## config.mk

```make
export PLATFORM = sky130hd
export DESIGN_NAME = pid_steer_clamp_smooth_unit_flat
export DESIGN_NICKNAME = d
export VERILOG_FILES = /design/src/design/psc_pkg.sv /design/src/design/psc_err_if.sv /design/src/design/psc_steer_if.sv /design/src/design/psc_ctrl.sv /design/src/design/psc_dp.sv /design/src/design/pid_steer_clamp_smooth_unit.sv /design/src/flat_wrapper.sv
export SDC_FILE = /design/constraint.sdc
export NUM_CORES = 2
export LEC_CHECK = 0
export BUFFER_PORTS_ARGS = -buffer_cell sky130_fd_sc_hd__buf_2
export CAP_MARGIN = 20
export CORE_MARGIN = 8
export CORE_UTILIZATION = 45
export DETAILED_ROUTE_END_ITERATION = 10
export SLEW_MARGIN = 20
export SYNTH_ARGS = -nofsm -noshare
export SYNTH_HDL_FRONTEND = slang
export SYNTH_SLANG_ARGS = --single-unit
```

## constraint.sdc

```tcl
create_clock -name clk -period 24.8 [get_ports clk]
set_clock_uncertainty 0.2 [all_clocks]
set_input_delay 4.96 -clock clk [delete_from_list [all_inputs] [get_ports clk]]
set_output_delay 4.96 -clock clk [all_outputs]
set_load 0.005 [all_outputs]
```

## src/design/psc_pkg.sv

```systemverilog
// shared types and constants for the pid steering controller
package psc_pkg;

	localparam int GAIN_W     = 16;
	localparam int LIMIT_W    = 15;
	localparam int WEIGHT_W   = 13;
	localparam int CFG_IDX_W  = 3;
	localparam int CFG_DATA_W = 16;
	localparam int GAIN_FRAC  = 8;
	localparam int OUT_FRAC   = 12;
	// multiplier a-operand: gains plus room for the unsigned weight
	localparam int MUL_A_W    = GAIN_W + 1;

	localparam logic [WEIGHT_W-1:0] WEIGHT_ONE = WEIGHT_W'(4096);

	localparam logic [CFG_IDX_W-1:0] REG_PROP_GAIN     = 3'd0;
	localparam logic [CFG_IDX_W-1:0] REG_INTEG_GAIN    = 3'd1;
	localparam logic [CFG_IDX_W-1:0] REG_DERIV_GAIN    = 3'd2;
	localparam logic [CFG_IDX_W-1:0] REG_OUTPUT_LIMIT  = 3'd3;
	localparam logic [CFG_IDX_W-1:0] REG_SMOOTH_WEIGHT = 3'd4;

	typedef enum logic [1:0] {
		MUL_SEL_P,
		MUL_SEL_I,
		MUL_SEL_D,
		MUL_SEL_BLEND
	} mul_sel_t;

	typedef struct packed {
		logic     load;
		logic     mul_en;
		mul_sel_t mul_sel;
		logic     acc_load;
		logic     acc_add;
		logic     clamp;
		logic     finish;
	} dp_cmd_t;

	typedef struct packed {
		logic out_free;
	} dp_stat_t;

endpackage

```

## src/design/psc_err_if.sv

```systemverilog
// input channel carrying one error sample per transfer
interface psc_err_if #(
	parameter int DATA_WIDTH = 16
);
	logic                  valid;
	logic                  ready;
	logic [DATA_WIDTH-1:0] error_sample;

	modport source (output valid, output error_sample, input ready);
	modport sink (input valid, input error_sample, output ready);
endinterface

```

## src/design/psc_steer_if.sv

```systemverilog
// result channel carrying the smoothed steer value and clamp flag
interface psc_steer_if #(
	parameter int DATA_WIDTH = 16
);
	logic                  valid;
	logic                  ready;
	logic [DATA_WIDTH-1:0] steer_out;
	logic                  clamped;

	modport source (output valid, output steer_out, output clamped, input ready);
	modport sink (input valid, input steer_out, input clamped, output ready);
endinterface

```

## src/design/psc_ctrl.sv

```systemverilog
// sequencer stepping one sample through the shared multiplier datapath
module psc_ctrl (
	input  logic               clk,
	input  logic               arst_n,
	input  logic               in_valid,
	output logic               in_ready,
	input  psc_pkg::dp_stat_t  stat,
	output psc_pkg::dp_cmd_t   cmd
);

	typedef enum logic [2:0] {
		ST_IDLE,
		ST_MUL_P,
		ST_MUL_I,
		ST_MUL_D,
		ST_ACC_D,
		ST_CLAMP,
		ST_BLEND,
		ST_DONE
	} state_t;

	state_t state_q;

	always_ff @(posedge clk or negedge arst_n) begin
		if (!arst_n) begin
			state_q <= ST_IDLE;
		end else begin
			unique case (state_q)
				ST_IDLE:  if (in_valid) state_q <= ST_MUL_P;
				ST_MUL_P: state_q <= ST_MUL_I;
				ST_MUL_I: state_q <= ST_MUL_D;
				ST_MUL_D: state_q <= ST_ACC_D;
				ST_ACC_D: state_q <= ST_CLAMP;
				ST_CLAMP: state_q <= ST_BLEND;
				ST_BLEND: state_q <= ST_DONE;
				ST_DONE:  if (stat.out_free) state_q <= ST_IDLE;
				default:  state_q <= ST_IDLE;
			endcase
		end
	end

	always_comb begin
		cmd      = '0;
		cmd.mul_sel = psc_pkg::MUL_SEL_P;
		in_ready = 1'b0;
		unique case (state_q)
			ST_IDLE: begin
				in_ready = 1'b1;
				cmd.load = in_valid;
			end
			ST_MUL_P: begin
				cmd.mul_en = 1'b1;
			end
			ST_MUL_I: begin
				cmd.mul_en   = 1'b1;
				cmd.mul_sel  = psc_pkg::MUL_SEL_I;
				cmd.acc_load = 1'b1;
			end
			ST_MUL_D: begin
				cmd.mul_en  = 1'b1;
				cmd.mul_sel = psc_pkg::MUL_SEL_D;
				cmd.acc_add = 1'b1;
			end
			ST_ACC_D: begin
				cmd.acc_add = 1'b1;
			end
			ST_CLAMP: begin
				cmd.clamp = 1'b1;
			end
			ST_BLEND: begin
				cmd.mul_en  = 1'b1;
				cmd.mul_sel = psc_pkg::MUL_SEL_BLEND;
			end
			ST_DONE: begin
				cmd.finish = stat.out_free;
			end
			default: begin
				cmd = '0;
			end
		endcase
	end

endmodule

```

## src/design/psc_dp.sv

```systemverilog
// datapath: config registers, loop state, shared multiplier, clamp and blend
module psc_dp #(
	parameter int DATA_WIDTH = 16,
	parameter int SUM_WIDTH  = 24
) (
	input  logic                                clk,
	input  logic                                arst_n,
	input  logic                                wr_en,
	input  logic [psc_pkg::CFG_IDX_W-1:0]       wr_index,
	input  logic [psc_pkg::CFG_DATA_W-1:0]      wr_data,
	input  logic [DATA_WIDTH-1:0]               sample_data,
	output logic [DATA_WIDTH-1:0]               steer_data,
	output logic                                clamped_data,
	output logic                                res_valid,
	input  logic                                res_ready,
	input  psc_pkg::dp_cmd_t                    cmd,
	output psc_pkg::dp_stat_t                   stat
);

	localparam int DW    = DATA_WIDTH;
	localparam int SW    = SUM_WIDTH;
	localparam int SUMX  = ((SW > DW) ? SW : DW) + 1;
	localparam int BW    = (SW > DW + 1) ? SW : DW + 1;
	localparam int PW    = psc_pkg::MUL_A_W + BW;
	localparam int ACC_W = PW + 2;
	localparam int BL_W  = PW + 1;
	localparam int AW    = psc_pkg::MUL_A_W;

	localparam logic signed [SUMX-1:0] SUM_MAX =
		{{(SUMX - SW + 1){1'b0}}, {(SW - 1){1'b1}}};
	localparam logic signed [SUMX-1:0] SUM_MIN = ~SUM_MAX;
	localparam logic signed [ACC_W-1:0] DATA_MAX =
		{{(ACC_W - DW + 1){1'b0}}, {(DW - 1){1'b1}}};
	localparam logic signed [ACC_W-1:0] RAW_HALF =
		ACC_W'(1 << (psc_pkg::GAIN_FRAC - 1));
	localparam logic signed [BL_W-1:0] BLEND_HALF =
		BL_W'(1 << (psc_pkg::OUT_FRAC - 1));

	// configuration
	logic signed [psc_pkg::GAIN_W-1:0]   kp_q, ki_q, kd_q;
	logic        [psc_pkg::LIMIT_W-1:0]  lim_q;
	logic        [psc_pkg::WEIGHT_W-1:0] wgt_q;

	// loop state
	logic signed [DW-1:0] last_err_q;
	logic signed [SW-1:0] err_sum_q;
	logic signed [DW-1:0] last_steer_q;

	// per-sample working registers
	logic signed [DW-1:0]    e_q;
	logic signed [DW:0]      de_q;
	logic signed [SW-1:0]    s_q;
	logic signed [DW:0]      diff_q;
	logic                    clip_q;
	logic signed [PW-1:0]    prod_q;
	logic signed [ACC_W-1:0] acc_q;

	logic signed [DW-1:0]  steer_q;
	logic                  clamped_q;
	logic                  res_valid_q;

	always_ff @(posedge clk or negedge arst_n) begin
		if (!arst_n) begin
			kp_q  <= '0;
			ki_q  <= '0;
			kd_q  <= '0;
			lim_q <= '1;
			wgt_q <= psc_pkg::WEIGHT_ONE;
		end else if (wr_en) begin
			unique case (wr_index)
				psc_pkg::REG_PROP_GAIN:     kp_q  <= $signed(wr_data);
				psc_pkg::REG_INTEG_GAIN:    ki_q  <= $signed(wr_data);
				psc_pkg::REG_DERIV_GAIN:    kd_q  <= $signed(wr_data);
				psc_pkg::REG_OUTPUT_LIMIT:  lim_q <= wr_data[psc_pkg::LIMIT_W-1:0];
				psc_pkg::REG_SMOOTH_WEIGHT: wgt_q <= wr_data[psc_pkg::WEIGHT_W-1:0];
				default: ;
			endcase
		end
	end

	// sample load: difference and saturating integral
	logic signed [DW-1:0]   e_in;
	logic signed [SUMX-1:0] s_wide;
	logic signed [SW-1:0]   s_sat;

	always_comb begin
		e_in   = $signed(sample_data);
		s_wide = SUMX'(err_sum_q) + SUMX'(e_in);
		if (s_wide > SUM_MAX) begin
			s_sat = SW'(SUM_MAX);
		end else if (s_wide < SUM_MIN) begin
			s_sat = SW'(SUM_MIN);
		end else begin
			s_sat = SW'(s_wide);
		end
	end

	// shared multiplier operands
	logic        [psc_pkg::WEIGHT_W-1:0] wgt_eff;
	logic signed [AW-1:0]                mul_a;
	logic signed [BW-1:0]                mul_b;

	always_comb begin
		wgt_eff = (wgt_q > psc_pkg::WEIGHT_ONE) ? psc_pkg::WEIGHT_ONE : wgt_q;
		unique case (cmd.mul_sel)
			psc_pkg::MUL_SEL_P: begin
				mul_a = AW'(kp_q);
				mul_b = BW'(e_q);
			end
			psc_pkg::MUL_SEL_I: begin
				mul_a = AW'(ki_q);
				mul_b = BW'(s_q);
			end
			psc_pkg::MUL_SEL_D: begin
				mul_a = AW'(kd_q);
				mul_b = BW'(de_q);
			end
			psc_pkg::MUL_SEL_BLEND: begin
				mul_a = $signed({{(AW - psc_pkg::WEIGHT_W){1'b0}}, wgt_eff});
				mul_b = BW'(diff_q);
			end
			default: begin
				mul_a = '0;
				mul_b = '0;
			end
		endcase
	end

	// round to q.12, then clamp against the effective limit
	logic signed [ACC_W-1:0] raw;
	logic signed [ACC_W-1:0] lim_x, lim_eff, lim_neg, c_wide;
	logic signed [DW-1:0]    c_val;
	logic                    clip_now;

	always_comb begin
		raw     = (acc_q + RAW_HALF) >>> psc_pkg::GAIN_FRAC;
		lim_x   = $signed({{(ACC_W - psc_pkg::LIMIT_W){1'b0}}, lim_q});
		lim_eff = (lim_x > DATA_MAX) ? DATA_MAX : lim_x;
		lim_neg = -lim_eff;
		priority if (raw > lim_eff) begin
			c_wide   = lim_eff;
			clip_now = 1'b1;
		end else if (raw < lim_neg) begin
			c_wide   = lim_neg;
			clip_now = 1'b1;
		end else begin
			c_wide   = raw;
			clip_now = 1'b0;
		end
		c_val = $signed(c_wide[DW-1:0]);
	end

	// blend: a*(c - last) + last*4096, rounded back to q.12
	logic signed [BL_W-1:0] bsum;
	logic signed [BL_W-1:0] y_wide;
	logic signed [DW-1:0]   y_val;

	always_comb begin
		bsum   = BL_W'(prod_q) + (BL_W'(last_steer_q) <<< psc_pkg::OUT_FRAC) + BLEND_HALF;
		y_wide = bsum >>> psc_pkg::OUT_FRAC;
		y_val  = $signed(y_wide[DW-1:0]);
	end

	always_ff @(posedge clk or negedge arst_n) begin
		if (!arst_n) begin
			last_err_q   <= '0;
			err_sum_q    <= '0;
			last_steer_q <= '0;
			res_valid_q  <= 1'b0;
		end else begin
			if (cmd.load) begin
				last_err_q <= e_in;
				err_sum_q  <= s_sat;
			end
			if (cmd.finish) begin
				last_steer_q <= y_val;
				res_valid_q  <= 1'b1;
			end else if (res_ready) begin
				res_valid_q <= 1'b0;
			end
		end
	end

	always_ff @(posedge clk) begin
		if (cmd.load) begin
			e_q  <= e_in;
			de_q <= (DW + 1)'(e_in) - (DW + 1)'(last_err_q);
			s_q  <= s_sat;
		end
		if (cmd.mul_en) begin
			prod_q <= mul_a * mul_b;
		end
		if (cmd.acc_load) begin
			acc_q <= ACC_W'(prod_q);
		end else if (cmd.acc_add) begin
			acc_q <= acc_q + ACC_W'(prod_q);
		end
		if (cmd.clamp) begin
			diff_q <= (DW + 1)'(c_val) - (DW + 1)'(last_steer_q);
			clip_q <= clip_now;
		end
		if (cmd.finish) begin
			steer_q   <= y_val;
			clamped_q <= clip_q;
		end
	end

	assign stat.out_free = !res_valid_q || res_ready;
	assign res_valid     = res_valid_q;
	assign steer_data    = steer_q;
	assign clamped_data  = clamped_q;

endmodule

```

## src/design/pid_steer_clamp_smooth_unit.sv

```systemverilog
// top level of the pid steering controller with output clamp and smoothing
//
// sample: one signed q4.12 error per transfer (valid/ready). result: one
// smoothed q4.12 steer value and a clamp flag per sample, in order.
// gains, clamp magnitude and smoothing weight are to be written through the
// wr_en / wr_index / wr_data port only while no sample is in flight; the
// block does not enforce it. an index beyond the register list is ignored.
// each sample goes through a load step (difference and saturating
// integral), then a single shared multiplier is used four times in turn
// (p, i, d terms, then the smoothing blend), with one accumulate and one
// clamp step in between, and a done step that registers the result. the
// next sample is taken only once that result is registered.
// the result sits in an output register; if the receiver stalls, the next
// sample is still taken and worked through the blend, then waits until
// the register frees.
// reset clears the loop state (last error, integral, last steer) and puts
// the registers at zero gains, full-scale limit and a weight of one.
module pid_steer_clamp_smooth_unit #(
	parameter int DATA_WIDTH = 16,
	parameter int SUM_WIDTH  = 24
) (
	input  logic                           clk,
	input  logic                           arst_n,
	psc_err_if.sink                        sample,
	psc_steer_if.source                    result,
	input  logic                           wr_en,
	input  logic [psc_pkg::CFG_IDX_W-1:0]  wr_index,
	input  logic [psc_pkg::CFG_DATA_W-1:0] wr_data
);

	psc_pkg::dp_cmd_t  cmd;
	psc_pkg::dp_stat_t stat;

	psc_ctrl u_ctrl (
		.clk      (clk),
		.arst_n   (arst_n),
		.in_valid (sample.valid),
		.in_ready (sample.ready),
		.stat     (stat),
		.cmd      (cmd)
	);

	psc_dp #(
		.DATA_WIDTH (DATA_WIDTH),
		.SUM_WIDTH  (SUM_WIDTH)
	) u_dp (
		.clk          (clk),
		.arst_n       (arst_n),
		.wr_en        (wr_en),
		.wr_index     (wr_index),
		.wr_data      (wr_data),
		.sample_data  (sample.error_sample),
		.steer_data   (result.steer_out),
		.clamped_data (result.clamped),
		.res_valid    (result.valid),
		.res_ready    (result.ready),
		.cmd          (cmd),
		.stat         (stat)
	);

endmodule
```

## src/flat_wrapper.sv

```systemverilog
// flat-port wrapper written by rule: the top's interface ports become plain ports
module pid_steer_clamp_smooth_unit_flat 
#(
	parameter int DATA_WIDTH = 16,
	parameter int SUM_WIDTH  = 24
)
  (clk, arst_n, wr_en, wr_index, wr_data, sample_valid, sample_error_sample, sample_ready, result_valid, result_steer_out, result_clamped, result_ready);
  psc_err_if #(.DATA_WIDTH(DATA_WIDTH)) sample_i ();
  psc_steer_if #(.DATA_WIDTH(DATA_WIDTH)) result_i ();
  input  logic clk;
  input  logic arst_n;
  input  logic wr_en;
  input  logic [psc_pkg::CFG_IDX_W-1:0] wr_index;
  input  logic [psc_pkg::CFG_DATA_W-1:0] wr_data;
  input wire logic [$bits(sample_i.valid)-1:0] sample_valid;
  input wire logic [$bits(sample_i.error_sample)-1:0] sample_error_sample;
  output wire logic [$bits(sample_i.ready)-1:0] sample_ready;
  output wire logic [$bits(result_i.valid)-1:0] result_valid;
  output wire logic [$bits(result_i.steer_out)-1:0] result_steer_out;
  output wire logic [$bits(result_i.clamped)-1:0] result_clamped;
  input wire logic [$bits(result_i.ready)-1:0] result_ready;
  assign sample_i.valid = sample_valid;
  assign sample_i.error_sample = sample_error_sample;
  assign sample_ready = sample_i.ready;
  assign result_valid = result_i.valid;
  assign result_steer_out = result_i.steer_out;
  assign result_clamped = result_i.clamped;
  assign result_i.ready = result_ready;
  pid_steer_clamp_smooth_unit #(.DATA_WIDTH(DATA_WIDTH), .SUM_WIDTH(SUM_WIDTH)) u_core (.clk(clk), .arst_n(arst_n), .sample(sample_i), .result(result_i), .wr_en(wr_en), .wr_index(wr_index), .wr_data(wr_data));
endmodule
```

# Yosys cells after proc, flatten, opt, wreduce, memory -nomap -nowiden
# Index checks and enable logic that the tools add are counted.
# word_totals
ff_bits,312
input_bits,40
output_inout_bits,19
word_cells,87
# classes
n_addsub,8
mul,1
order_cmp,5
eq_ne,16
n_mux,23
reduce_logical,15
# ops
op,count
$pmux W24 S4,1
$mux W43,2
$pmux W17 S4,1
$mux W24,2
$add A43 B41 Y43,1
$add A43 B9 Y43 const B,1
$lt A35 B43 Y1,1
$neg A15 Y43,1
$mul A17 B24 Y41,1
$gt A35 B16 Y1,1
$sub A16 B16 Y17,2
$mux W16,2
$add A28 B13 Y28 const B,1
$add A28 B28 Y28,1
$add A24 B16 Y25,1
$gt A25 B24 Y1 const B,1
$lt A25 B24 Y1 const B,1
$pmux W3 S8,1
$eq A3 B3 Y1 const B,5
$gt A13 B13 Y1 const B,1
$mux W13,1
$eq A3 B2 Y1 const B,4
$reduce_and A2 Y1,6
$mux W1,10
13 further kinds,19

# Logic depth before layout (Yosys ltp)
# logic_depth
depth_word,5
ltp_mapped,35
ltp_nobuf,33

# Cells and area by module
# A second synthesis with hierarchy kept.
# unflattened
cells_unflattened,3885
hier_area_um2,35718.0
# by_module_without_submodules
mod,instances,cells_each,area_each_um2
psc_dp,1,3856,35481.5
psc_ctrl,1,29,236.5

# Least setup slack after synthesis
# No wires, ideal clock.
# synth_timing
path_type,flip-flop to flip-flop
from,register u_core.u_ctrl.state_q[0]
to,register u_core.u_dp.prod_q[40] (data pin)
setup_time_ns,0.260
arrival_ns,7.661
path_slack_ns,16.679
stages_incl_launch_ff,28
path_buffers,3
synth_period_minus_slack_ns,8.121
cell_sequence,dfrtp_1 > clkbuf_1 > buf_1 > clkbuf_1 > mux2_2 > o221ai_1 > nor2_1 > fa_1 > inv_1 > fa_1 > fa_1 > inv_1 > fa_1 > fa_1 > inv_1 > fa_1 > inv_1 > ha_1 > a21oi_1 > nand2_1 > a221oi_1 > o211ai_2 > a222oi_1 > a31oi_1 > a2111oi_2 > o21bai_1 > a21oi_1 > xnor2_1
# synth_via
elab_chain_cells,5
# synth_rtl
element,line_no,text
from (decl),psc_ctrl.sv:22,state_t state_q;
from (signal assigned),psc_ctrl.sv:26,state_q <= ST_IDLE;
from (signal assigned),psc_ctrl.sv:29,ST_IDLE: if (in_valid) state_q <= ST_MUL_P;
from (signal assigned),psc_ctrl.sv:30,ST_MUL_P: state_q <= ST_MUL_I;
$eq A3 B3 Y1 or $eq A3 B2 Y1 (tied branches),psc_ctrl.sv:46,unique case (state_q)
$pmux W2 S3 (*),psc_ctrl.sv:46,
"$eq A2 B2 Y1, or another cell as far along",psc_dp.sv:105,unique case (cmd.mul_sel)
$pmux W17 S4 or $pmux W24 S4 (tied branches),psc_dp.sv:105,
$mul A17 B24 Y41 (*),psc_dp.sv:191,prod_q <= mul_a * mul_b;
to (signal assigned),psc_dp.sv:191,
to (decl),psc_dp.sv:55,logic signed [PW-1:0] prod_q;
# Every way passes the cells marked *; elsewhere a longest branch is shown, timed or not.
# A chain may end at the register's enable or synchronous reset.

# Worst setup path after layout
# layout_timing
from,register u_core.u_ctrl.state_q[1]
to,register u_core.u_dp.prod_q[40] (data pin)
# The elaborated chain is that of the path after synthesis.

==> metrics.txt <==
# TYPE chip_impl_metric gauge
chip_impl_info{name="combinational_family_with_the_most_area_after_synthesis",value="adder cells"} 1
chip_impl_metric{name="grt_start_max_net_pins",unit=""} 86
chip_impl_metric{name="actual_transition_at_the_worst_max_transition_pin",unit="ns"} 1.10
chip_impl_metric{name="timing_hold_violations_final",unit=""} 0
chip_impl_metric{name="final_period_minus_worst_setup_slack",unit="ns"} 9.28
chip_impl_metric{name="slew_headroom",unit="%"} 26.6
chip_impl_info{name="setup.worst_path.class",value="register to register"} 1
chip_impl_metric{name="setup-violations-final",unit=""} 0
chip_impl_metric{name="vias_per_cell",unit=""} 5.41
chip_impl_metric{name="synth-compound-area-share",unit="%"} 11.9
chip_impl_metric{name="layout_worst_path_cycle_share",unit="%"} 37.4
chip_impl_info{name="cts_tree",value="done"} 1
chip_impl_metric{name="grt.overflow.total",unit=""} 0
chip_impl_info{name="layout_common_cells",value="inv_1 (627), nor2_1 (423), fa_1 (407)"} 1
chip_impl_info{name="layout_commonest_cell",value="inv_1"} 1
chip_impl_metric{name="syn-mean-instance-area",unit="um^2"} 9.29
chip_impl_info{name="startpoint_type",value="register"} 1
chip_impl_metric{name="number_of_antenna_violations_at_the_first_check_in_global_routing",unit=""} 2
chip_impl_metric{name="post_synth_xor_area_fraction",unit="%"} 4.19
chip_impl_metric{name="antennaDiodeCount",unit=""} 0
chip_impl_metric{name="dp.final_hpwl",unit="um"} 74400
chip_impl_metric{name="crit_path_max_fanout",unit=""} 21
chip_impl_metric{name="fp-row-count",unit=""} 102
chip_impl_info{name="status",value="finished clean"} 1
chip_impl_metric{name="tritoncts_num_sinks",unit=""} 312
chip_impl_info{name="dominantRegCellSynth",value="edfxtp_1"} 1
chip_impl_metric{name="number_of_global_route_vias_before_repair",unit=""} 27089
chip_impl_metric{name="detail_route.wl_per_cell",unit="um"} 19.4
chip_impl_metric{name="die_width",unit="um"} 295
chip_impl_info{name="timing.critical_path.from",value="u_core.u_ctrl.state_q[1]$_DFFE_PN0P_"} 1
chip_impl_metric{name="post_cts_setup_repair_buffer_count",unit=""} 0
chip_impl_metric{name="netlist_instances",unit=""} 3778
chip_impl_metric{name="synth.cell_area",unit="um^2"} 35100
chip_impl_metric{name="yosys_warnings",unit=""} 0
chip_impl_metric{name="crit_required",unit="ns"} 24.88
chip_impl_metric{name="proportion_of_layout_cells_with_a_drive_suffix_above_1",unit="%"} 9.68
chip_impl_metric{name="cts_hold_repair.buffers",unit=""} 0
chip_impl_metric{name="layout-area-overhead-vs-synth",unit="%"} 8.42
chip_impl_metric{name="yosysUniqueCellTypes",unit=""} 104
chip_impl_metric{name="dieArea",unit="um^2"} 87200
chip_impl_info{name="grt_setup_unrepaired",value="false"} 1
chip_impl_metric{name="clk-insertion-delay-late",unit="ns"} 0.59
chip_impl_metric{name="die-height",unit="um"} 295
chip_impl_metric{name="globalplace.congestion",unit=""} 0.898
chip_impl_metric{name="synth.area.mux_share",unit="%"} 3.67
chip_impl_metric{name="synth_enable_flop_cells",unit=""} 176
chip_impl_metric{name="portion_of_the_post_synthesis_area_used_by_sequential_elements",unit="%"} 24.8
chip_impl_metric{name="cts-resized-gates",unit=""} 0
chip_impl_metric{name="initial_utilization",unit="%"} 45.4
chip_impl_metric{name="core-area",unit="um^2"} 77300
chip_impl_metric{name="io_buffers",unit=""} 58
chip_impl_metric{name="crit_arrival",unit="ns"} 9.36
chip_impl_metric{name="detail_route.iter0.violations",unit=""} 1776
chip_impl_metric{name="ctsHtreeMaxLevel",unit=""} 2
chip_impl_metric{name="async_flop_share",unit="%"} 43.6
chip_impl_metric{name="slew_violations",unit=""} 0
chip_impl_metric{name="syn_nets",unit=""} 4496
chip_impl_metric{name="setup_tns",unit="ns"} 0
chip_impl_info{name="critical_path.reg2reg.startpoint",value="u_core.u_ctrl.state_q[1]$_DFFE_PN0P_"} 1
chip_impl_info{name="clock-root-buffer",value="clkbuf_16"} 1
chip_impl_metric{name="synth.ff_latch_count",unit=""} 312
chip_impl_info{name="min-delay-path-class",value="register to register"} 1
chip_impl_metric{name="drt_pass1_iterations",unit=""} 5
chip_impl_metric{name="floorplan.io_pins",unit=""} 59
chip_impl_metric{name="max_clock_freq",unit="MHz"} 108
chip_impl_metric{name="cts_buffers",unit=""} 40
chip_impl_metric{name="grt_first_pass_wirelength",unit="um"} 151000
chip_impl_info{name="min-delay-start",value="u_core.u_dp.clip_q$_SDFFCE_PP1P_"} 1
chip_impl_metric{name="gr-usage-all-layers",unit="%"} 21.9
chip_impl_metric{name="antenna_left",unit=""} 0
chip_impl_metric{name="filler_cells_inserted",unit=""} 7361
chip_impl_metric{name="drcViolationCount",unit=""} 0
chip_impl_metric{name="synth-adder-area-share",unit="%"} 33.0
chip_impl_metric{name="maxCapViolations",unit=""} 0
chip_impl_metric{name="route.vias.total",unit=""} 26339
chip_impl_metric{name="finish.net_count",unit=""} 4518
chip_impl_info{name="crit_path_end_kind",value="register"} 1
chip_impl_metric{name="wl",unit="um"} 94300
chip_impl_metric{name="cts_buffer_depth",unit=""} 3
chip_impl_metric{name="yosys.area_share.simple",unit="%"} 14.4
chip_impl_metric{name="path_clk_slew",unit="ns"} 0.07
state kept, by name, summed over array words and instances (netlist names):
name                      cells
u_core.u_dp.steer_data       16
u_core.u_dp.prod_q           41
u_core.u_ctrl.state_q         3
u_core.u_dp.last_steer_q     16
u_core.u_dp.lim_q            15
u_core.u_dp.wgt_q            13
u_core.u_dp.res_valid         1
u_core.u_dp.kp_q             16
u_core.u_dp.clip_q            1
u_core.u_dp.diff_q           17
u_core.u_dp.e_q              16
u_core.u_dp.acc_q            43
u_core.u_dp.err_sum_q        24
u_core.u_dp.s_q              24
u_core.u_dp.last_err_q       16
u_core.u_dp.de_q             17
u_core.u_dp.clamped_data      1
u_core.u_dp.kd_q             16
u_core.u_dp.ki_q             16
synthesized netlist by cell type, drive strengths merged, types with 6 or more instances:
library cell,n,area share [%]
a2111oi,7,0.26
xor2,58,1.4
clkbuf,99,1.1
nand2,344,3.7
dfrtp,120,8.6
a211oi,17,0.39
a211o,7,0.17
fa,407,23
buf,23,0.35
nor3,62,0.98
nand2b,26,0.46
inv,629,6.7
o211ai,16,0.37
o221ai,14,0.37
o21a,32,0.68
and3,22,0.41
nor3b,6,0.14
a31o,6,0.15
nor4b,8,0.25
o31ai,8,0.17
edfxtp,176,15
mux2,94,3.0
o21ai,178,2.6
nor2,427,4.6
and4,10,0.25
nor2b,55,0.98
mux2i,23,0.66
o21bai,13,0.28
a21oi,173,2.5
ha,271,9.7
o22ai,29,0.53
nand4,24,0.52
or2,17,0.30
nand3,56,0.83
a21o,51,1.1
o221a,10,0.32
a21boi,15,0.32
xnor2,110,2.7
or3,17,0.30
a31oi,14,0.27
dfstp,16,1.2
and2,16,0.29
worst paths after layout:
path                            depth (start not counted)  slack [ns]                                       to
worst min-delay path                                    0        0.25       u_core.u_dp.clamped_data$_DFFE_PP_
worst max-delay path                                   25       15.52         u_core.u_dp.prod_q[40]$_DFFE_PP_
worst min register to register                          0        0.25       u_core.u_dp.clamped_data$_DFFE_PP_
min in group asynchronous                               1        4.21    u_core.u_dp.err_sum_q[23]$_DFFE_PN0P_
max in group asynchronous                               2       18.83  u_core.u_dp.last_steer_q[5]$_DFFE_PN0P_
worst max register to register                         25       15.52         u_core.u_dp.prod_q[40]$_DFFE_PP_
kinds of logic (layout without fill, tap and decap cells):
group,count (synthesis),count (layout)
buffers and inverters,752,805
flip-flops,312,312
AND/OR/NAND/NOR,1105,1105
multiplexers,117,117
AO/OA/AOI/OAI,643,643
adder cells (fa/ha/maj),681,681
XOR/XNOR,168,168
final cells by class:
cell class              count  area [um^2]  share of cell area [%]
inverters                 630         2370                    6.22
flip-flops and latches    312         8710                    22.9
repair buffers            102          627                    1.65
well taps                1040         1300                    3.42
clock buffers              55         1200                    3.16
clock inverters            18          170                   0.447
multi-input cells        2714        23700                    62.2
stage by stage:
stage / setup slack, ns / utilization, % / cells / hold WS [ns] / area (um^2)
final: 15.52 / 49.2 / 4871 / 0.253 / 38100
after detailed placement: 15.56 / 47.4 / 4798 / 0.241 / 36700
after global placement: 15.79 / 47.4 / 4798 / 0.234 / 36700
after global routing: 14.99 / 49.2 / 4871 / 0.274 / 38100
after CTS: 15.52 / 49.2 / 4871 / 0.261 / 38100
after floorplan: 16.68 / - / 3778 / 0.200 / 35100
per-layer routing:
metal | global-route usage (%) | wire [um] | up-vias
met2 | 36.1 | 43400 | 761
met3 | 3.81 | 6070 | 154
met4 | 6.75 | 2960 | 2
li1 | - | - | 12506
met1 | 29.5 | 41800 | 12916
met5 | 0 | 13 | -
worst max-delay path: stages, from the launching register on:
cell       delay [ns]
dfrtp_2          0.35
clkinv_1         0.39
a21oi_2          0.92
nor2_1           0.08
buf_4            0.24
nor2_1           0.50
nand2_1          0.25
fa_1             0.71
inv_1            0.14
fa_1             0.87
fa_1             0.51
fa_1             0.48
fa_1             0.54
inv_1            0.05
fa_1             0.53
inv_1            0.04
ha_1             0.35
nand2_1          0.14
nor2_1           0.07
and3_1           0.16
a222oi_1         0.44
a31oi_1          0.27
a2111oi_2        0.35
o21bai_1         0.12
a21oi_1          0.18
xnor2_1          0.09
Power is not shown: default switching activity piles up to over one toggle a cycle in this logic, so the estimate is an artifact.
